## src/hdl/pvg_pkg.sv

```systemverilog
// Package for the Poisson variate generator: shared types, constants,
// exp() tables and the MT19937 tempering function. No dependencies.
`timescale 1ns / 1ps
`default_nettype none
package pvg_pkg;

    localparam int MAX_DRAWS      = 64;
    localparam int RATE_FRAC_BITS = 12;
    localparam int RATE_W         = 16;
    localparam int COUNT_W        = 6;
    localparam int DRAW_W         = $clog2(MAX_DRAWS + 1);
    localparam int BIT_W          = $clog2(RATE_FRAC_BITS);

    // MT19937 constants
    localparam int          MT_N      = 624;
    localparam int          MT_M      = 397;
    localparam int          MT_AW     = $clog2(MT_N + 1);
    localparam logic [31:0] MT_MAG    = 32'h9908_B0DF;
    localparam logic [31:0] MT_MULT   = 32'd1812433253;
    localparam logic [31:0] SEED_INIT = 32'd5489;

    // Largest rate accepted: 15.0
    localparam logic [31:0] RATE_LIMIT = 32'd15 << RATE_FRAC_BITS;

    // One job handed from front to back
    typedef struct packed {
        logic        zero;
        logic [31:0] thr;
    } job_t;

    typedef enum logic [1:0] {
        F_IDLE,
        F_FRAC,
        F_PUSH
    } front_state_t;

    typedef enum logic [3:0] {
        B_SEED0,
        B_SEED_MUL,
        B_SEED_ADD,
        B_IDLE,
        B_FETCH,
        B_TEMPER,
        B_MUL,
        B_CHECK,
        B_DONE,
        R_INIT,
        R_LOAD,
        R_RD,
        R_WR
    } back_state_t;

    // round(exp(-i) * 2^32) for i = 1..15; i = 0 is 1.0 and handled apart
    function automatic logic [31:0] exp_int(input logic [3:0] i);
        logic [31:0] v;
        case (i)
            4'd1:    v = 32'd1580030169;
            4'd2:    v = 32'd581260615;
            4'd3:    v = 32'd213833830;
            4'd4:    v = 32'd78665070;
            4'd5:    v = 32'd28939262;
            4'd6:    v = 32'd10646160;
            4'd7:    v = 32'd3916503;
            4'd8:    v = 32'd1440801;
            4'd9:    v = 32'd530041;
            4'd10:   v = 32'd194991;
            4'd11:   v = 32'd71733;
            4'd12:   v = 32'd26389;
            4'd13:   v = 32'd9708;
            4'd14:   v = 32'd3571;
            4'd15:   v = 32'd1314;
            default: v = 32'hFFFF_FFFF;
        endcase
        return v;
    endfunction

    // round(exp(-2^-k) * 2^32) for k = 1..16, indexed by k-1
    function automatic logic [31:0] exp_frac(input logic [3:0] k);
        logic [31:0] v;
        case (k)
            4'd0:    v = 32'd2605029347;
            4'd1:    v = 32'd3344923893;
            4'd2:    v = 32'd3790295335;
            4'd3:    v = 32'd4034748382;
            4'd4:    v = 32'd4162825044;
            4'd5:    v = 32'd4228380000;
            4'd6:    v = 32'd4261543595;
            4'd7:    v = 32'd4278222805;
            4'd8:    v = 32'd4286586875;
            4'd9:    v = 32'd4290775039;
            4'd10:   v = 32'd4292870656;
            4'd11:   v = 32'd4293918848;
            4'd12:   v = 32'd4294443040;
            4'd13:   v = 32'd4294705160;
            4'd14:   v = 32'd4294836226;
            default: v = 32'd4294901760;
        endcase
        return v;
    endfunction

    // MT19937 output tempering
    function automatic logic [31:0] temper(input logic [31:0] w);
        logic [31:0] y;
        y = w;
        y = y ^ (y >> 11);
        y = y ^ ((y << 7) & 32'h9D2C_5680);
        y = y ^ ((y << 15) & 32'hEFC6_0000);
        y = y ^ (y >> 18);
        return y;
    endfunction

endpackage
`default_nettype wire

```

## src/hdl/pvg_front.sv

```systemverilog
// Front end: takes a rate, clamps it and forms exp(-rate) in Q0.32,
// one fraction bit per cycle on a single multiplier. Depends on pvg_pkg.
`timescale 1ns / 1ps
`default_nettype none
module pvg_front (
    input  wire logic                         clk,
    input  wire logic                         rst_n,
    input  wire logic                         rate_valid,
    output logic                              rate_ready,
    input  wire logic [pvg_pkg::RATE_W-1:0]   rate,
    output logic                              push_valid,
    input  wire logic                         push_ready,
    output pvg_pkg::job_t                     push_job
);

    pvg_pkg::front_state_t           state_reg, state_next;
    logic [pvg_pkg::RATE_W-1:0]      r_reg, r_next;
    logic [pvg_pkg::BIT_W-1:0]       bit_reg, bit_next;
    logic [31:0]                     thr_reg, thr_next;
    logic                            one_reg, one_next;
    logic                            zero_reg, zero_next;
    logic [pvg_pkg::RATE_W-1:0]      r_clamp;
    logic [3:0]                      ip;
    logic [3:0]                      tab_idx;
    logic [31:0]                     tab_val;
    logic [63:0]                     prod;

    assign rate_ready = (state_reg == pvg_pkg::F_IDLE);
    assign push_valid = (state_reg == pvg_pkg::F_PUSH);
    assign push_job   = '{zero: zero_reg, thr: thr_reg};

    // clamp and integer part
    always_comb
    begin
        if ({16'd0, rate} > pvg_pkg::RATE_LIMIT)
        begin
            r_clamp = pvg_pkg::RATE_W'(pvg_pkg::RATE_LIMIT);
        end
        else
        begin
            r_clamp = rate;
        end
        ip = 4'((32'(r_clamp) >> pvg_pkg::RATE_FRAC_BITS) & 32'd15);
    end

    // fraction step: table for weight 2^-(FRAC-bit)
    assign tab_idx = 4'(pvg_pkg::RATE_FRAC_BITS - 1 - int'(bit_reg));
    assign tab_val = pvg_pkg::exp_frac(tab_idx);
    assign prod    = {32'd0, thr_reg} * {32'd0, tab_val};

    always_comb
    begin
        state_next = state_reg;
        r_next     = r_reg;
        bit_next   = bit_reg;
        thr_next   = thr_reg;
        one_next   = one_reg;
        zero_next  = zero_reg;
        case (state_reg)
            pvg_pkg::F_IDLE:
            begin
                if (rate_valid)
                begin
                    r_next    = r_clamp;
                    zero_next = (rate == '0);
                    thr_next  = pvg_pkg::exp_int(ip);
                    one_next  = (ip == 4'd0);
                    bit_next  = pvg_pkg::BIT_W'(pvg_pkg::RATE_FRAC_BITS - 1);
                    state_next = (rate == '0) ? pvg_pkg::F_PUSH : pvg_pkg::F_FRAC;
                end
            end
            pvg_pkg::F_FRAC:
            begin
                if (r_reg[bit_reg])
                begin
                    // 1.0 times the table value is the table value
                    thr_next = one_reg ? tab_val : prod[63:32];
                    one_next = 1'b0;
                end
                bit_next = bit_reg - 1'b1;
                if (bit_reg == '0)
                begin
                    state_next = pvg_pkg::F_PUSH;
                end
            end
            pvg_pkg::F_PUSH:
            begin
                if (push_ready)
                begin
                    state_next = pvg_pkg::F_IDLE;
                end
            end
            default:
            begin
                state_next = pvg_pkg::F_IDLE;
            end
        endcase
    end

    always_ff @(posedge clk or negedge rst_n)
    begin
        if (!rst_n)
        begin
            state_reg <= pvg_pkg::F_IDLE;
        end
        else
        begin
            state_reg <= state_next;
        end
    end

    always_ff @(posedge clk)
    begin
        r_reg    <= r_next;
        bit_reg  <= bit_next;
        thr_reg  <= thr_next;
        one_reg  <= one_next;
        zero_reg <= zero_next;
    end

endmodule
`default_nettype wire

```

## config.mk

```make
export PLATFORM = sky130hd
export DESIGN_NAME = pvg_front
export DESIGN_NICKNAME = d
export VERILOG_FILES = /design/src/hdl/pvg_pkg.sv /design/src/hdl/pvg_front.sv
export SDC_FILE = /design/constraint.sdc
export NUM_CORES = 2
export LEC_CHECK = 0
export ABC_CLOCK_PERIOD_IN_PS = 9130
export BUFFER_PORTS_ARGS = -buffer_cell sky130_fd_sc_hd__buf_2
export CAP_MARGIN = 30
export CORE_ASPECT_RATIO = 1.4
export CORE_UTILIZATION = 61
export DETAILED_ROUTE_END_ITERATION = 6
export PLACE_DENSITY_LB_ADDON = 0.08
export REMOVE_ABC_BUFFERS = 1
export SLEW_MARGIN = 20
export SYNTH_ARGS = -nofsm -noshare
export SYNTH_HDL_FRONTEND = slang
export SYNTH_SLANG_ARGS = --single-unit
```

## constraint.sdc

```tcl
create_clock -name clk -period 9.13 [get_ports clk]
set_input_delay 0.4565 -clock clk [delete_from_list [all_inputs] [get_ports clk]]
set_output_delay 0.4565 -clock clk [all_outputs]
set_load 0.01 [all_outputs]
```

Word-level counts from Yosys, hierarchy flattened

Memory sizes are Yosys's and may differ from the RTL's.
Cells that the tools add are included.

Output and inout bits: 35
Memory bits (read-only): 1008
Memories: 2
Bits in registers: 56

Multipliers: 1
$lt $le $gt $ge: 2
Equality and inequality tests: 6
Add/subtract/negate cells: 2
Reduce and logical (&&, ||, !) cells: 9
Muxes and demuxes: 17

Memories:

| memory          | depth | width | rd ports | clocked after Yosys merged registers in | write ports | line          | text |
|---|---|---|---|---|---|---|---|
| (no name shown) | 16    | 32    | 1        | 0                                       | 0           | pvg_pkg.sv:56 | `case (i)` |
| (no name shown) | 16    | 31    | 1        | 0                                       | 0           | pvg_pkg.sv:80 | `case (k)` |

Operator list:

| cell                                                                    | count |
|---|---|
| 32-bit 2-to-1 mux                                                       | 3 |
| 32-bit by 32-bit multiplier with 64-bit output                          | 1 |
| 32-bit one-hot mux with 2 select lines                                  | 1 |
| 16-bit > comparator, second input constant                              | 1 |
| 16-bit logical NOT                                                      | 1 |
| 16-bit 2-to-1 mux                                                       | 1 |
| 4-bit logical NOT                                                       | 2 |
| 2-bit 2-to-1 mux                                                        | 4 |
| 4-bit one-hot mux with 2 select lines                                   | 1 |
| 2-bit inequality test, second input constant                            | 3 |
| 2-bit one-hot mux with 3 select lines                                   | 1 |
| 3-bit AND reduction                                                     | 2 |
| 4-bit by 5-bit < comparator with 1-bit output, second input constant    | 1 |
| 1-bit binary-select mux with 4-bit select                               | 1 |
| 4-bit 2-to-1 mux                                                        | 1 |
| 2-bit AND reduction                                                     | 2 |
| 4-bit by 1-bit subtractor with 4-bit output, second input constant      | 1 |
| 4-bit subtractor, first input constant                                  | 1 |
| 1-bit 2-to-1 mux                                                        | 3 |
| 2-bit by 1-bit == test with 1-bit output, second input constant         | 1 |
| 2-bit == test, second input constant                                    | 1 |
| 2-bit logical NOT                                                       | 1 |
| 2-bit by 1-bit inequality test with 1-bit output, second input constant | 1 |
| 1-bit one-hot mux with 2 select lines                                   | 1 |
| 2-bit nonzero test                                                      | 1 |

Depth between registers and ports, before layout

An unclocked memory read counts as a cell.

Depth in word-level cells: 6
Mapped depth: 37
Gate-level depth less buffers: 32

Least setup slack after synthesis

OpenSTA, ideal clock, no wires.

Path kind: reg2reg
Start point: register bit_reg[2] (netlist name)
End point: register thr_reg[28] (data pin)
Path buffers: 7
Library setup time: 274 ps
Arrival time: 9270 ps
Cell stages (with the launch flop): 35
Setup slack: -414 ps
Required time: 8856 ps
Path through: edfxtp_1 inv_1 clkbuf_1 ha_1 buf_2 buf_1 clkbuf_1 buf_1 nand2_1 nand2_1 clkbuf_1 nand2_1 fa_1 fa_1 fa_1 fa_1 inv_1 fa_1 fa_1 fa_1 inv_1 fa_1 inv_1 ha_1 clkbuf_1 nand2_1 o21ai_0 a211oi_1 a211oi_1 nor3_1 a21oi_1 o41ai_2 o221ai_1 mux2i_1 o221ai_1

Longest elaborated chain between the ends: 6

Ends and longest elaborated chain:

| what                                           | line             | text |
|---|---|---|
| start, declared                                | pvg_front.sv:18  | `logic [pvg_pkg::BIT_W-1:0] bit_reg, bit_next;` |
| start signal, assigned                         | pvg_front.sv:115 | `bit_reg <= bit_next;` |
| 4-bit subtractor (*)                           | pvg_front.sv:47  | `assign tab_idx = 4'(pvg_pkg::RATE_FRAC_BITS - 1 - int'(bit_reg));` |
| memory read 16 x 31 bit (*)                    | --               |  |
| 32-bit by 32-bit multiplier with 64-bit output | pvg_front.sv:49  | `assign prod = {32'd0, thr_reg} * {32'd0, tab_val};` |
| 32-bit 2-to-1 mux (*)                          | pvg_front.sv:77  | `thr_next = one_reg ? tab_val : prod[63:32];` |
| 32-bit 2-to-1 mux (*)                          | pvg_front.sv:74  | `if (r_reg[bit_reg])` |
| 32-bit one-hot mux with 2 select lines (*)     | pvg_front.sv:59  | `case (state_reg)` |
| named net thr_next[28]                         | pvg_front.sv:19  | `logic [31:0] thr_reg, thr_next;` |
| end signal, assigned                           | pvg_front.sv:116 | `thr_reg <= thr_next;` |
| end, declared                                  | pvg_front.sv:19  |  |

The timed path passes the listed nets; every way through them passes the cells marked *. The select of a mux whose other input is x is not followed.
A chain may end at the register's enable or synchronous reset.

Worst setup path in the final report

Start point: register bit_reg[3] (netlist name)
End point: register thr_reg[26] (data pin)

The elaborated chain is that of the path after synthesis.

==> results.md <==
- Area taken by flip-flops and latches: 1670 µm²
- Final setup vio count: 0
- Share of flip-flops with an asynchronous set or reset: 3.57%
- Leading register cell type out of synthesis: sky130_fd_sc_hd__edfxtp_1
- Yosys top cell area share: 49.3%
- Mean Syn Cell Area: 9.07 µm²
- Hold path start: push_ready
- Setup clock skew after layout: 0.00451 ns
- TritonRoute pass-1 iters: 5
- Data arrival time of the critical path: 9.05 ns
- Number of violations of the max-capacitance limit: 0
- Worst Hold Depth: 2
- Largest register FFs: 32
- Yosys reg bits: 56
- Number of global-route vias before repair: 30,800
- Row Count: 105
- Nets@finish: 5,286
- Fin. max-slew vios: 0
- Data required time of the worst path: 9.30 ns
- Number of nets with antenna violations after detailed routing: 0
- Iter 0 DRT Violations: 1,815
- Floorplan die width: 208 µm
- Post-place instance area: 38,900 µm²
- Synth area leader: sky130_fd_sc_hd__fa_1
- Total global routing track utilization: 39.5%
- Share of cells above drive strength 1: 9.12%
- Die boundary height: 291 µm
- Area of combinational cells with multiple inputs: 30,600 µm²
- Number of warning messages in the yosys log: 0
- Final instance area: 39,300 µm²
- Type of the tightest min-delay check: in2reg
- Core area: 58,700 µm²
- RSZ-0062 raised after global routing: yes
- CP max-delay cell: sky130_fd_sc_hd__mux4_2
- Total gr overflow: 0
- GPL Wtd Cong: 1.02
- Worst setup margin: 0.241 ns
- Result of the run: finished, final reports clean
- Number of top-level pins: 55
- Number of enable-type register cells in the synthesized netlist: 54
- Minimum clock period after layout: 8.89 ns
- Cell repeated most along the worst path: sky130_fd_sc_hd__fa_1
- H-Tree Level Count: 2
- Antenna violations before repair: 4
- Half-perimeter wire length after detailed placement: 93,200 µm
- Count of filler cells inserted in the layout: 4,998
- Layout area overhead: 8.31%
- Most instantiated cells after synthesis: 904 x sky130_fd_sc_hd__inv_1, 895 x sky130_fd_sc_hd__fa_1, 489 x sky130_fd_sc_hd__nand2_1, 465 x sky130_fd_sc_hd__and2_1, 283 x sky130_fd_sc_hd__ha_1
- Reg-to-Reg Start: bit_reg[3]$_SDFFCE_PN1P_
- Critical R2R Capture: thr_reg[26]$_DFFE_PP_
- Effective utilization at floorplan: 61.8%
- Die Outline Area: 60,500 µm²
- Final routed DRC violation total: 0
- Sequential fraction of the synthesis area: 4.60%
- CTS sink count: 56
- Largest net degree at the start of global routing: 37
- Routed Wire Length: 115,000 µm
- Period Utilization, post-route: 97.4%
- Setup CP Type: reg2reg
- Routed length per placed instance: 23.7 µm
- Post-synthesis instance area: 36,300 µm²
- Wire length of the first global-routing pass: 177,000 µm
- Clock latency of the later-clocked register in the worst-skew pair: 0.30 ns
- Cts bufs inserted: 5
- Clock tree from TritonCTS: yes
- Netlist cell types: 66
- Final count of hold timing violations: 0
- Worst hold slack across all endpoints: 0.403 ns
- Kind of end point of the critical path: register
- End point of the most critical hold path: state_reg[1]$_DFFE_PN0P_
- Highest net fanout along the worst path: 9
- Kind of start point of the critical path: register
- Synthesized instance count: 4,004
- Clock Tree Buf Depth: 2
- Minimum setup slack among reg-to-reg paths: 0.24 ns
- Post-Place Setup Slack: 0.000294 ns
- DR vias: 28,100
- Main area contributors after synthesis: sky130_fd_sc_hd__fa_1 49%, sky130_fd_sc_hd__ha_1 9.8%, sky130_fd_sc_hd__inv_1 9.3%
- Via-to-Cell Ratio: 5.81
- Clock root cell: sky130_fd_sc_hd__clkbuf_16
- Cell with the most instances after synthesis: sky130_fd_sc_hd__inv_1
- Port bufs: 54
- Achievable frequency: 113 MHz
- CP peak stage delay: 0.64 ns
- Transition time of the tightest slew-check pin: 1.07 ns
- Worst Reg-to-Reg Cells: 30
- Relative slew slack: 28.9%
- Worst-path clk slew: 0.07 ns
-- worst max-delay path, delay by kind of cell, from the launching register on --
family                   cells  cell delay (ns)
adder cells (fa/ha/maj)     10             4.72
AND/OR/NAND/NOR              6             1.25
buffers and inverters        8             1.00
AO/OA/AOI/OAI                5             0.72
multiplexers                 1             0.64
flip-flops                   1             0.39
-- metal layers --
layer | track usage (%) | up-vias | part of all wire, %
met1 | 43.0 | 14500 | 33
met5 | 0 | - | 0.012
li1 | - | 12000 | -
met3 | 5.28 | 480 | 6.4
met2 | 70.1 | 1135 | 51
met4 | 29.4 | 2 | 9.5
-- how the worst max path moves through the flow --
stage | from | endpoint | slack [ns] | cells past startpoint
after floorplan | bit_reg[2]$_SDFFCE_PN0P_ | thr_reg[28]$_DFFE_PP_ | -1.55 | 27
after global placement | bit_reg[3]$_SDFFCE_PN1P_ | thr_reg[28]$_DFFE_PP_ | 0.12 | 30
after detailed placement | bit_reg[3]$_SDFFCE_PN1P_ | thr_reg[28]$_DFFE_PP_ | 0.0003 | 31
after CTS | bit_reg[3]$_SDFFCE_PN1P_ | thr_reg[27]$_DFFE_PP_ | 0.02 | 27
after global routing | bit_reg[3]$_SDFFCE_PN1P_ | thr_reg[26]$_DFFE_PP_ | -0.04 | 31
final | bit_reg[3]$_SDFFCE_PN1P_ | thr_reg[26]$_DFFE_PP_ | 0.24 | 30
-- timing repair --
item,in CTS,in global routing
pin swaps,0,8
hold endpoints to repair,2,0
gates cloned,0,1
setup buffers,0,11
setup endpoints to repair,1,25
gates resized for setup,2,32
hold buffers,1,0
-- cell usage in the layout, fill, tap and decap left out, types with 10 or more instances in the layout --
master                     netlist  routed
sky130_fd_sc_hd__o211ai_1       15      15
sky130_fd_sc_hd__nand2b_1       15      14
sky130_fd_sc_hd__nor2_1        130     128
sky130_fd_sc_hd__buf_2           1      54
sky130_fd_sc_hd__xor2_1         10      10
sky130_fd_sc_hd__a21oi_1       125     117
sky130_fd_sc_hd__inv_1         904     904
sky130_fd_sc_hd__edfxtp_1       54      54
sky130_fd_sc_hd__fa_1          895     895
sky130_fd_sc_hd__o21a_1         10      10
sky130_fd_sc_hd__xnor2_1        17      17
sky130_fd_sc_hd__buf_4           2     219
sky130_fd_sc_hd__a21o_1         29      29
sky130_fd_sc_hd__ha_1          283     280
sky130_fd_sc_hd__o21bai_1       14      14
sky130_fd_sc_hd__and2_1        465     465
sky130_fd_sc_hd__nand4_1        20      20
sky130_fd_sc_hd__nand2_1       489     489
sky130_fd_sc_hd__a31oi_1        16      15
sky130_fd_sc_hd__nand3_1        12      12
sky130_fd_sc_hd__buf_12          0      27
sky130_fd_sc_hd__nor2b_1        53      52
sky130_fd_sc_hd__nor3_1         27      24
sky130_fd_sc_hd__o21ai_0        58      52
-- metrics by stage --
step                instances  utilization, %  TNS, ns
finish                   4839            67.0        0
global placement         4816            66.2        0
global route             4838            67.0  -0.0862
detailed placement       4817            66.2        0
CTS                      4826            66.5        0
floorplan                3775               -   -36.79
-- cell type report --
type                    count  share of cell area [%]
multi-input cells        2806                    77.8
inverters                 913                    8.71
repair buffers            306                    6.46
flip-flops and latches     56                    4.25
well taps                 749                    2.38
clock buffers               8                   0.398
diodes                      1                 0.00636
-- cell families (layout without fill, tap and decap cells) --
logic type                 count (synthesis)  after routing  share of synthesized area, %
xor gates and xnor gates                  27             27                         0.651
and+or+nand+nor                         1248           1248                          17.2
other                                      0              1                             0
buffers and inverters                   1142           1227                          11.8
AOI/OAI and AO/OA                        331            331                          5.73
adders and majority gates               1178           1178                          59.1
muxes                                     22             22                         0.861
DFF                                       56             56                          4.60
Power is not shown: default switching activity piles up to over one toggle a cycle in this logic, so the estimate is an artifact.
