### src/hdl/pvg_pkg.sv
// Package for the Poisson variate generator: shared types, constants,
// exp() tables and the MT19937 tempering function. No dependencies.
`timescale 1ns / 1ps
`default_nettype none
package pvg_pkg;

    localparam int MAX_DRAWS      = 64;
    localparam int RATE_FRAC_BITS = 12;
    localparam int RATE_W         = 16;
    localparam int COUNT_W        = 6;
    localparam int DRAW_W         = $clog2(MAX_DRAWS + 1);
    localparam int BIT_W          = $clog2(RATE_FRAC_BITS);

    // MT19937 constants
    localparam int          MT_N      = 624;
    localparam int          MT_M      = 397;
    localparam int          MT_AW     = $clog2(MT_N + 1);
    localparam logic [31:0] MT_MAG    = 32'h9908_B0DF;
    localparam logic [31:0] MT_MULT   = 32'd1812433253;
    localparam logic [31:0] SEED_INIT = 32'd5489;

    // Largest rate accepted: 15.0
    localparam logic [31:0] RATE_LIMIT = 32'd15 << RATE_FRAC_BITS;

    // One job handed from front to back
    typedef struct packed {
        logic        zero;
        logic [31:0] thr;
    } job_t;

    typedef enum logic [1:0] {
        F_IDLE,
        F_FRAC,
        F_PUSH
    } front_state_t;

    typedef enum logic [3:0] {
        B_SEED0,
        B_SEED_MUL,
        B_SEED_ADD,
        B_IDLE,
        B_FETCH,
        B_TEMPER,
        B_MUL,
        B_CHECK,
        B_DONE,
        R_INIT,
        R_LOAD,
        R_RD,
        R_WR
    } back_state_t;

    // round(exp(-i) * 2^32) for i = 1..15; i = 0 is 1.0 and handled apart
    function automatic logic [31:0] exp_int(input logic [3:0] i);
        logic [31:0] v;
        case (i)
            4'd1:    v = 32'd1580030169;
            4'd2:    v = 32'd581260615;
            4'd3:    v = 32'd213833830;
            4'd4:    v = 32'd78665070;
            4'd5:    v = 32'd28939262;
            4'd6:    v = 32'd10646160;
            4'd7:    v = 32'd3916503;
            4'd8:    v = 32'd1440801;
            4'd9:    v = 32'd530041;
            4'd10:   v = 32'd194991;
            4'd11:   v = 32'd71733;
            4'd12:   v = 32'd26389;
            4'd13:   v = 32'd9708;
            4'd14:   v = 32'd3571;
            4'd15:   v = 32'd1314;
            default: v = 32'hFFFF_FFFF;
        endcase
        return v;
    endfunction

    // round(exp(-2^-k) * 2^32) for k = 1..16, indexed by k-1
    function automatic logic [31:0] exp_frac(input logic [3:0] k);
        logic [31:0] v;
        case (k)
            4'd0:    v = 32'd2605029347;
            4'd1:    v = 32'd3344923893;
            4'd2:    v = 32'd3790295335;
            4'd3:    v = 32'd4034748382;
            4'd4:    v = 32'd4162825044;
            4'd5:    v = 32'd4228380000;
            4'd6:    v = 32'd4261543595;
            4'd7:    v = 32'd4278222805;
            4'd8:    v = 32'd4286586875;
            4'd9:    v = 32'd4290775039;
            4'd10:   v = 32'd4292870656;
            4'd11:   v = 32'd4293918848;
            4'd12:   v = 32'd4294443040;
            4'd13:   v = 32'd4294705160;
            4'd14:   v = 32'd4294836226;
            default: v = 32'd4294901760;
        endcase
        return v;
    endfunction

    // MT19937 output tempering
    function automatic logic [31:0] temper(input logic [31:0] w);
        logic [31:0] y;
        y = w;
        y = y ^ (y >> 11);
        y = y ^ ((y << 7) & 32'h9D2C_5680);
        y = y ^ ((y << 15) & 32'hEFC6_0000);
        y = y ^ (y >> 18);
        return y;
    endfunction

endpackage
`default_nettype wire

### src/hdl/pvg_fifo.sv
// Two-entry job queue between the threshold front end and the draw engine.
// Depends on pvg_pkg.
`timescale 1ns / 1ps
`default_nettype none
module pvg_fifo (
    input  wire logic         clk,
    input  wire logic         rst_n,
    input  wire logic         push_valid,
    output logic              push_ready,
    input  pvg_pkg::job_t     push_job,
    output logic              pop_valid,
    input  wire logic         pop_ready,
    output pvg_pkg::job_t     pop_job
);

    pvg_pkg::job_t slot_reg [2];
    logic          wr_ptr_reg, wr_ptr_next;
    logic          rd_ptr_reg, rd_ptr_next;
    logic [1:0]    fill_reg, fill_next;
    logic          do_push, do_pop;

    assign push_ready = (fill_reg != 2'd2);
    assign pop_valid  = (fill_reg != 2'd0);
    assign pop_job    = slot_reg[rd_ptr_reg];
    assign do_push    = push_valid && push_ready;
    assign do_pop     = pop_valid && pop_ready;

    // pointer and fill bookkeeping
    always_comb
    begin
        wr_ptr_next = wr_ptr_reg ^ do_push;
        rd_ptr_next = rd_ptr_reg ^ do_pop;
        fill_next   = fill_reg + {1'b0, do_push} - {1'b0, do_pop};
    end

    always_ff @(posedge clk or negedge rst_n)
    begin
        if (!rst_n)
        begin
            wr_ptr_reg <= 1'b0;
            rd_ptr_reg <= 1'b0;
            fill_reg   <= 2'd0;
        end
        else
        begin
            wr_ptr_reg <= wr_ptr_next;
            rd_ptr_reg <= rd_ptr_next;
            fill_reg   <= fill_next;
        end
    end

    // payload storage
    always_ff @(posedge clk)
    begin
        if (do_push)
        begin
            slot_reg[wr_ptr_reg] <= push_job;
        end
    end

endmodule
`default_nettype wire

### config.mk
export PLATFORM = sky130hd
export DESIGN_NAME = pvg_fifo
export DESIGN_NICKNAME = d
export VERILOG_FILES = /design/src/hdl/pvg_pkg.sv /design/src/hdl/pvg_fifo.sv
export SDC_FILE = /design/constraint.sdc
export NUM_CORES = 1
export LEC_CHECK = 0
export ABC_AREA = 1
export BUFFER_PORTS_ARGS = -buffer_cell sky130_fd_sc_hd__clkbuf_2
export CAP_MARGIN = 40
export CORE_ASPECT_RATIO = 0.6
export CORE_MARGIN = 4
export CORE_UTILIZATION = 58
export CTS_BUF_LIST = sky130_fd_sc_hd__clkbuf_2
export CTS_CLUSTER_DIAMETER = 60
export DETAILED_ROUTE_END_ITERATION = 12
export GPL_TIMING_DRIVEN = 1
export PLACE_DENSITY = 0.94
export SLEW_MARGIN = 20
export SYNTH_ARGS = -nofsm -noshare
export SYNTH_HDL_FRONTEND = slang
export SYNTH_SLANG_ARGS = --single-unit
export TNS_END_PERCENT = 1
### constraint.sdc
create_clock -name clk -period 6.55 [get_ports clk]
set_input_delay 1.6375 -clock clk [delete_from_list [all_inputs] [get_ports clk]]
set_output_delay 1.6375 -clock clk [all_outputs]
set_load 0.03 [all_outputs]
# Word-level counts from Yosys, hierarchy flattened
# Memories as Yosys holds them, arrays and structs flattened.
# Index checks and enable logic that the tools add are counted.
word_totals:
  word_cells: 14
  mem_bits_ro: 0
  inputBits: 37
  ram_bits: 66
  latch_bits: 0
  out_inout_bits: 35
  regBits: 4
  n_memories: 1
op_classes:
  addsub: 2
  shift: 0
  magnitude_cmp: 0
  mul: 0
  reduce_logical: 3
  mux: 2
  bitwise_logic: 2
  n_div: 0
  n_eq_ne: 1
memory_table:
  columns: ["name", "depth", "width", "rd", "rd_clocked_by_memory_dff", "write_ports", "line", "rtl"]
  rows:
  - ["slot_reg", 2, 33, 1, 0, 1, "pvg_fifo.sv:16", "pvg_pkg::job_t slot_reg [2];"]
op_table:
  columns: ["cell", "count"]
  rows:
  - ["adder 2 x 1 -> 2 bit", 1]
  - ["logical AND 1 bit", 2]
  - ["2-to-1 mux 1 bit", 2]
  - ["!= test 2 bit, second input constant", 1]
  - ["nonzero test 2 bit", 1]
  - ["subtractor 2 x 1 -> 2 bit", 1]
  - ["bitwise XOR 1 bit", 2]

# Logic depth before layout (Yosys ltp)
# Gate-level depths: netlist of the first run.
depth:
  ltp_word: 4
  depth_mapped: 13
  mapped_depth_nobuf: 13

# Least setup slack after synthesis of the first run
# OpenSTA, ideal clock, no wires.
synth_timing:
  kind: "input to register"
  startpoint: "input push_valid"
  endpoint: "memory slot_reg[1][0] in the netlist's numbering, enable pin"
  slack_ps: 3020
  t_required_ps: 6127
  arrival_ps: 3107
  n_path_buf: 0
  setup_ps: 423
  stages: 2
  cell_sequence: "nand2_2 nor2_1"
synth_via:
  elab_chain_len: 3
synth_lines:
  columns: ["item", "line", "rtl"]
  rows:
  - ["from (decl)", "pvg_fifo.sv:8", "input wire logic push_valid,"]
  - ["logical AND 1 bit", "pvg_fifo.sv:25", "assign do_push = push_valid && push_ready;"]
  - ["2-to-1 mux 1 bit", "pvg_fifo.sv:55", "if (do_push)"]
  - ["2-to-1 mux 1 bit (implied by the code)", "pvg_fifo.sv:57", "slot_reg[wr_ptr_reg] <= push_job;"]
  - ["to (decl)", "pvg_fifo.sv:16", null]
# No other way between the ends.

==> impl_metrics.toml, run 1 <==
[min_path]
worstHoldPathCells = 1
hp-class = "register to register"
hold_end = "fill_reg[0]"
timing.hold.worst.start = "fill_reg[0]"

[cells_and_area]
drive_gt1_share_pct = 36.0
max_reg_flops = 66
syn_to_final_growth_pct = 21.9
fillerInstances = 273
final_cells = 346
design.final.nets = 320
post-route-cell-area_sq_mm = 0.00328
antenna_cells = 0

[route]
route.final.wire_length_mm = 4.78
ant_nets = 0
detailedRoute.firstPassIterationCount = 5
detailed_route_vias_per_instance = 4.80
dr_total_vias = 1661
post_drt_wl_per_cell_um = 13.8
drcViolationCount = 0
drtIter0Drc = 104

[floorplan]
floorplan.core_area_sq_mm = 0.00428
die_x_um = 95.9
rows = 18
start_util_pct = 62.8
die-height_um = 60.7
die_area_sq_mm = 0.00582
ios = 72

[logic_synthesis]
syn-mean-instance-area_sq_um = 13.2
yosysTopAreaCellShare_pct = 73.7
synth.distinct_cells = 14
yosysWarningCount = 0
synth_top_cell_by_area = "edfxtp_1"
yosys_register_bits = 70
post-synth-top-count-cell = "nand2_1"
ys.flop_type = "edfxtp_1"
synth_commonest_cells = "nand2_1 (97), edfxtp_1 (66), nand2_2 (12)"
synth_nets = 243
synth-edff-count = 66
synth.yosys.seq_area_share_pct = 77.4
proportion_of_synthesized_flip_flops_having_asynchronous_set_or_reset_pct = 5.71
mappedNetlistArea_sq_mm = 0.00269
synth.area.top_cells = "edfxtp_1 (74%), nand2_1 (14%), dfrtp_1 (3.7%)"
gate_count_of_the_mapped_netlist = 204

[setup_path]
critical_path.startpoint_type = "register"
path_max_fanout = 34
worst_setup_path_end_kind = "output pin"
worst_setup_path_class = "register to output pin"
cp_top_delay_family = "buffers and inverters"
reg2reg_setup_slack_ns = 4.69
reg2reg_to = "slot_reg[0][32]"
worstPathBufferInverterCount = 3
cp.required_ns = 4.91
r2r.worst_path.cells = 5
worstPathCellList = "buf_4 -> inv_6 -> nand2_1 -> nand2_1 -> clkbuf_2"
crit_path_top_delay_cell = "dfrtp_1"
critical_path.reg2reg.startpoint = "fill_reg[0]"
most_frequent_cell_on_the_critical_path = "nand2_1"
timing.critical_path.slowest_cell_delay_ns = 0.63
worstPathArrival_ns = 2.04

[run]
maxCapViolations = 0

[place]
placedCellCount = 330
hpwl_mm = 3.31
buffer_ports.inserted = 71
finalWeightedCongestion = 0.767
placedInstanceArea_sq_mm = 0.00310

[clocking]
worst_skew_pair.late_latency_ns = 0.47
total_cts_buffers = 9
hold_buffers = 0
cts-root-buf = "clkbuf_2"
post-cts-setup-buffers = 0
number_of_h_tree_branching_levels = 3
cts_tree = "yes"
clkSlewWorstSetupHoldPaths_ns = 0.18
cts_sinks = 70
clk_path_buf_depth = 2
cts.repair.resized = 0

[sta]
timing.final.setup_violations = 0
setup_repair_after_global_routing_missed_its_margin = "no"
final.period_utilization_pct = 56.1
fin_crit_ns = 3.68
skew_final_ns = 0.0189
slew_margin_rel_pct = 45.3
finalMaxSlewViolations = 0
max_frequency_mhz = 272
fin_tns_setup_ns = 0
worst-slew-pin-transition_ns = 0.820
timing.final.hold_violations = 0

[grt]
via_count_of_the_first_global_routing_pass = 1601
grt_remaining_overflow = 0
grt_first_pass_wirelength_mm = 7.49
grt_antenna_before_repair = 0
grtUsageTotal_pct = 18.7
grt_max_degree = 35

[power]
report.power.total_mw = 1.67
power.static_leakage_nw = 1.47
vdd_ir_drop_max_uv = 292
pd_cells_mw_per_mm2 = 508

[outcome]
result_of_the_run = "completed"
[cell type report]
type / count / area, sq um / share of cell area [%]
repair buffers: 73 / 390 / 11.9
clock inverters: 7 / 136 / 4.16
clock buffers: 9 / 45.0 / 1.37
flip-flops and latches: 70 / 2080 / 63.5
inverters: 10 / 42.5 / 1.30
well taps: 60 / 75.1 / 2.29
multi-input cells: 117 / 507 / 15.5
[logic make-up after synthesis]
logic type,Yosys count,share of synthesized area [%]
adders and majority gates,2,0.931
AOI/OAI and AO/OA,1,0.186
xor gates and xnor gates,1,0.326
DFF,70,77.4
and+or+nand+nor,113,17.0
buffers and inverters,17,4.09
[where the power goes]
part           internal (mW)  switching [mW]  leakage (nW)  total [mW]
sequential             0.613          0.0471         0.660       0.660
combinational          0.170           0.494         0.712       0.665
clock                  0.201           0.140         0.101       0.342
[cells in the final DEF, fill, tap and decap left out]
| master | netlist | layout |
|---|---|---|
| xor2_1 | 1 | 1 |
| o21ai_1 | 1 | 1 |
| edfxtp_1 | 66 | 66 |
| buf_16 | 0 | 1 |
| inv_1 | 9 | 9 |
| nand2_2 | 12 | 12 |
| nor2_4 | 0 | 1 |
| clkinv_1 | 0 | 2 |
| nand3_1 | 1 | 1 |
| buf_4 | 3 | 1 |
| ha_1 | 2 | 1 |
| dfrtp_1 | 4 | 4 |
| clkbuf_2 | 0 | 80 |
| nand2_1 | 97 | 97 |
| ha_2 | 0 | 1 |
| clkinv_4 | 0 | 1 |
| nor2_1 | 2 | 1 |
| nor2_2 | 1 | 1 |
| inv_6 | 1 | 1 |
| bufinv_16 | 0 | 4 |
[worst max-delay path by stage]
stage / startpoint / to / cells past startpoint
2_1_floorplan: push_valid / slot_reg[1][0] / 2
3_3_place_gp: rd_ptr_reg / pop_job[24] / 5
3_5_place_dp: rd_ptr_reg / pop_job[26] / 5
4_1_cts: rd_ptr_reg / pop_job[26] / 5
5_1_grt: rd_ptr_reg / pop_job[28] / 5
6_report: rd_ptr_reg / pop_job[26] / 5
[routing by layer]
layer	wire length, um	vias up	global-route usage (%)
met1	2040	759	22.7
met4	22	0	5.47
met5	0	-	0
met3	536	2	9.91
met2	2180	70	29.6
li1	-	830	-
[worst reg2reg max path: stages, from the launching register on]
cell,delay [ns]
dfrtp_1,0.44
inv_1,0.07
nand2_2,0.06
nand2_2,0.10
inv_1,0.10
ha_2,0.73
[metrics by stage]
| step | setup WS, ns | hold slack (ns) | util, % |
|---|---|---|---|
| CTS | 2.81 | 0.603 | 76.6 |
| global placement | 3.41 | 0.548 | 71.7 |
| floorplan | 3.02 | 0.524 | - |
| global route | 2.63 | 0.633 | 76.6 |
| detailed placement | 3.36 | 0.565 | 72.4 |
| finish | 2.87 | 0.600 | 76.6 |
Power figures use the tool's default switching activity.
==> run 2: changes to the inputs <==
- CORE_UTILIZATION: 58 -> 54
- PLACE_DENSITY: 0.94 -> 0.89
- clock period: 6.55 -> 3.4 ns (I/O delays scaled with it)
==> run 2 against run 1 <==
Clock-buffer cell count is the same. Die area grew 6.6%. Final area shrank 1.8%. Critical path type unchanged. Sequential share of layout area grew 1.1 points. Non-clock buffer count is the same. Power grew 80%.
==> impl_metrics.toml, run 2 (synthesis gave the netlist of run 1 again) <==
[sta]
skew_final_ns = 0.0133
worst-slew-pin-transition_ns = 0.789
slew_margin_rel_pct = 47.4
fin_tns_setup_ns = 0
final.period_utilization_pct = 80.9
timing.final.setup_violations = 0
finalMaxSlewViolations = 0
timing.final.hold_violations = 0
max_frequency_mhz = 363
fin_crit_ns = 2.75
setup_repair_after_global_routing_missed_its_margin = "no"

[floorplan]
floorplan.core_area_sq_mm = 0.00468
ios = 72
die-height_um = 62.7
start_util_pct = 57.4
die_area_sq_mm = 0.00621
die_x_um = 99.1
rows = 19

[setup_path]
worstPathCellList = "buf_4 -> nand2_1 -> nand2_1 -> clkbuf_2"
cp_top_delay_family = "flip-flops"
cp.required_ns = 2.55
worstPathBufferInverterCount = 2
most_frequent_cell_on_the_critical_path = "nand2_1"
timing.critical_path.slowest_cell_delay_ns = 0.64
critical_path.startpoint_type = "register"
worstPathArrival_ns = 1.90
crit_path_top_delay_cell = "dfrtp_1"
path_max_fanout = 25
worst_setup_path_end_kind = "output pin"
worst_setup_path_class = "register to output pin"

[cells_and_area]
register_area_sq_mm = 0.00208
antenna_cells = 0
most-common-layout-cells = "nand2_1 (97), clkbuf_2 (80), edfxtp_1 (66), nand2_2 (12), inv_1 (9)"
syn_to_final_growth_pct = 19.8
fillerInstances = 345
final_cells = 349
max_reg_flops = 66
design.final.nets = 320
drive_gt1_share_pct = 36.7
mostFrequentLayoutCell = "nand2_1"
multiInputGateArea_sq_um = 507

[route]
detailed_route_vias_per_instance = 4.75
drcViolationCount = 0
detailedRoute.firstPassIterationCount = 4
drtIter0Drc = 49
route.final.wire_length_mm = 4.74
ant_nets = 0
post_drt_wl_per_cell_um = 13.6
dr_total_vias = 1659

[power]
power.share.combinational_pct = 42.6
power.switching_fraction_pct = 44.1
power.clock.fraction_pct = 15.4
power.switching_mw = 1.33
vdd_ir_drop_max_uv = 491
report.power.total_mw = 3.00
pd_cells_mw_per_mm2 = 933
power.static_leakage_nw = 1.44
pwr-share-seq_pct = 42.0
p_int_mw = 1.68

[clocking]
total_cts_buffers = 9
post-cts-setup-buffers = 0
number_of_h_tree_branching_levels = 3
cts_tree = "yes"
cts-root-buf = "clkbuf_2"
cts.repair.resized = 0
cts_sinks = 70
hold_buffers = 0
clk_path_buf_depth = 2
clkSlewWorstSetupHoldPaths_ns = 0.18
worst_skew_pair.late_latency_ns = 0.49

[grt]
grtUsageTotal_pct = 16.9
grt_remaining_overflow = 0
grt_max_degree = 35
grt_first_pass_wirelength_mm = 7.84
via_count_of_the_first_global_routing_pass = 1730
grt_antenna_before_repair = 0

[place]
buffer_ports.inserted = 71
finalWeightedCongestion = 0.751
placedCellCount = 333
hpwl_mm = 3.33

[outcome]
result_of_the_run = "completed"

[min_path]
hp-class = "input port to asynchronous set/reset pin"

[run]
maxCapViolations = 0
[run 2: worst reg2reg max path: cells and delay by family (launching register included)]
family / cells / cell delay [ns]
fa+ha+maj: 1 / 0.71
flops: 1 / 0.47
simple gates: 2 / 0.20
buf+inv: 1 / 0.10
[run 2: stage by stage]
stage / hold slack [ns] / setup WS (ns) / instance area (sq um) / util [%]
after global placement: 0.559 / 1.20 / 3070 / 65.6
after CTS: 0.0741 / 0.580 / 3220 / 68.8
after detailed placement: 0.572 / 1.15 / 3100 / 66.2
after global routing: 0.0323 / 0.438 / 3220 / 68.8
final: 0.135 / 0.649 / 3220 / 68.8
after floorplan: 0.524 / 0.657 / 2690 / -
[run 2: final timing paths]
path                                    from  slack (ns)              end  cells after the start
worst max-delay path              rd_ptr_reg        0.65      pop_job[23]                      4
worst min-delay path                   rst_n        0.13      fill_reg[1]                      1
max in group asynchronous              rst_n        3.14      fill_reg[0]                      1
worst min register to register   fill_reg[0]        0.60      fill_reg[0]                      1
min in group clk                push_job[17]        0.53  slot_reg[1][17]                      1
worst max register to register   fill_reg[1]        1.56  slot_reg[0][31]                      4
[run 2: power by group through the flow]
stage	Combinational (mW)	Sequential, mW	Clock (mW)
floorplan	0.985	1.25	0
global placement	1.25	1.28	0
detailed placement	1.30	1.29	0
CTS	1.30	1.26	0.477
global route	1.41	1.28	0.529
finish	1.28	1.26	0.462
[run 2: layer usage]
metal	share of wire [%]	GRT usage (%)	wire length (um)
met5	0	0	0
met4	0.53	5.62	25
met3	9.3	9.14	443
met2	49	27.7	2350
met1	41	18.7	1930
[run 2: area by class of cell]
type                    instances  share of cell area, %
well taps                      63                   2.45
clock inverters                 7                   2.33
inverters                      10                   1.32
multi-input cells             117                   15.7
flip-flops and latches         70                   64.6
repair buffers                 73                   12.1
clock buffers                   9                   1.40
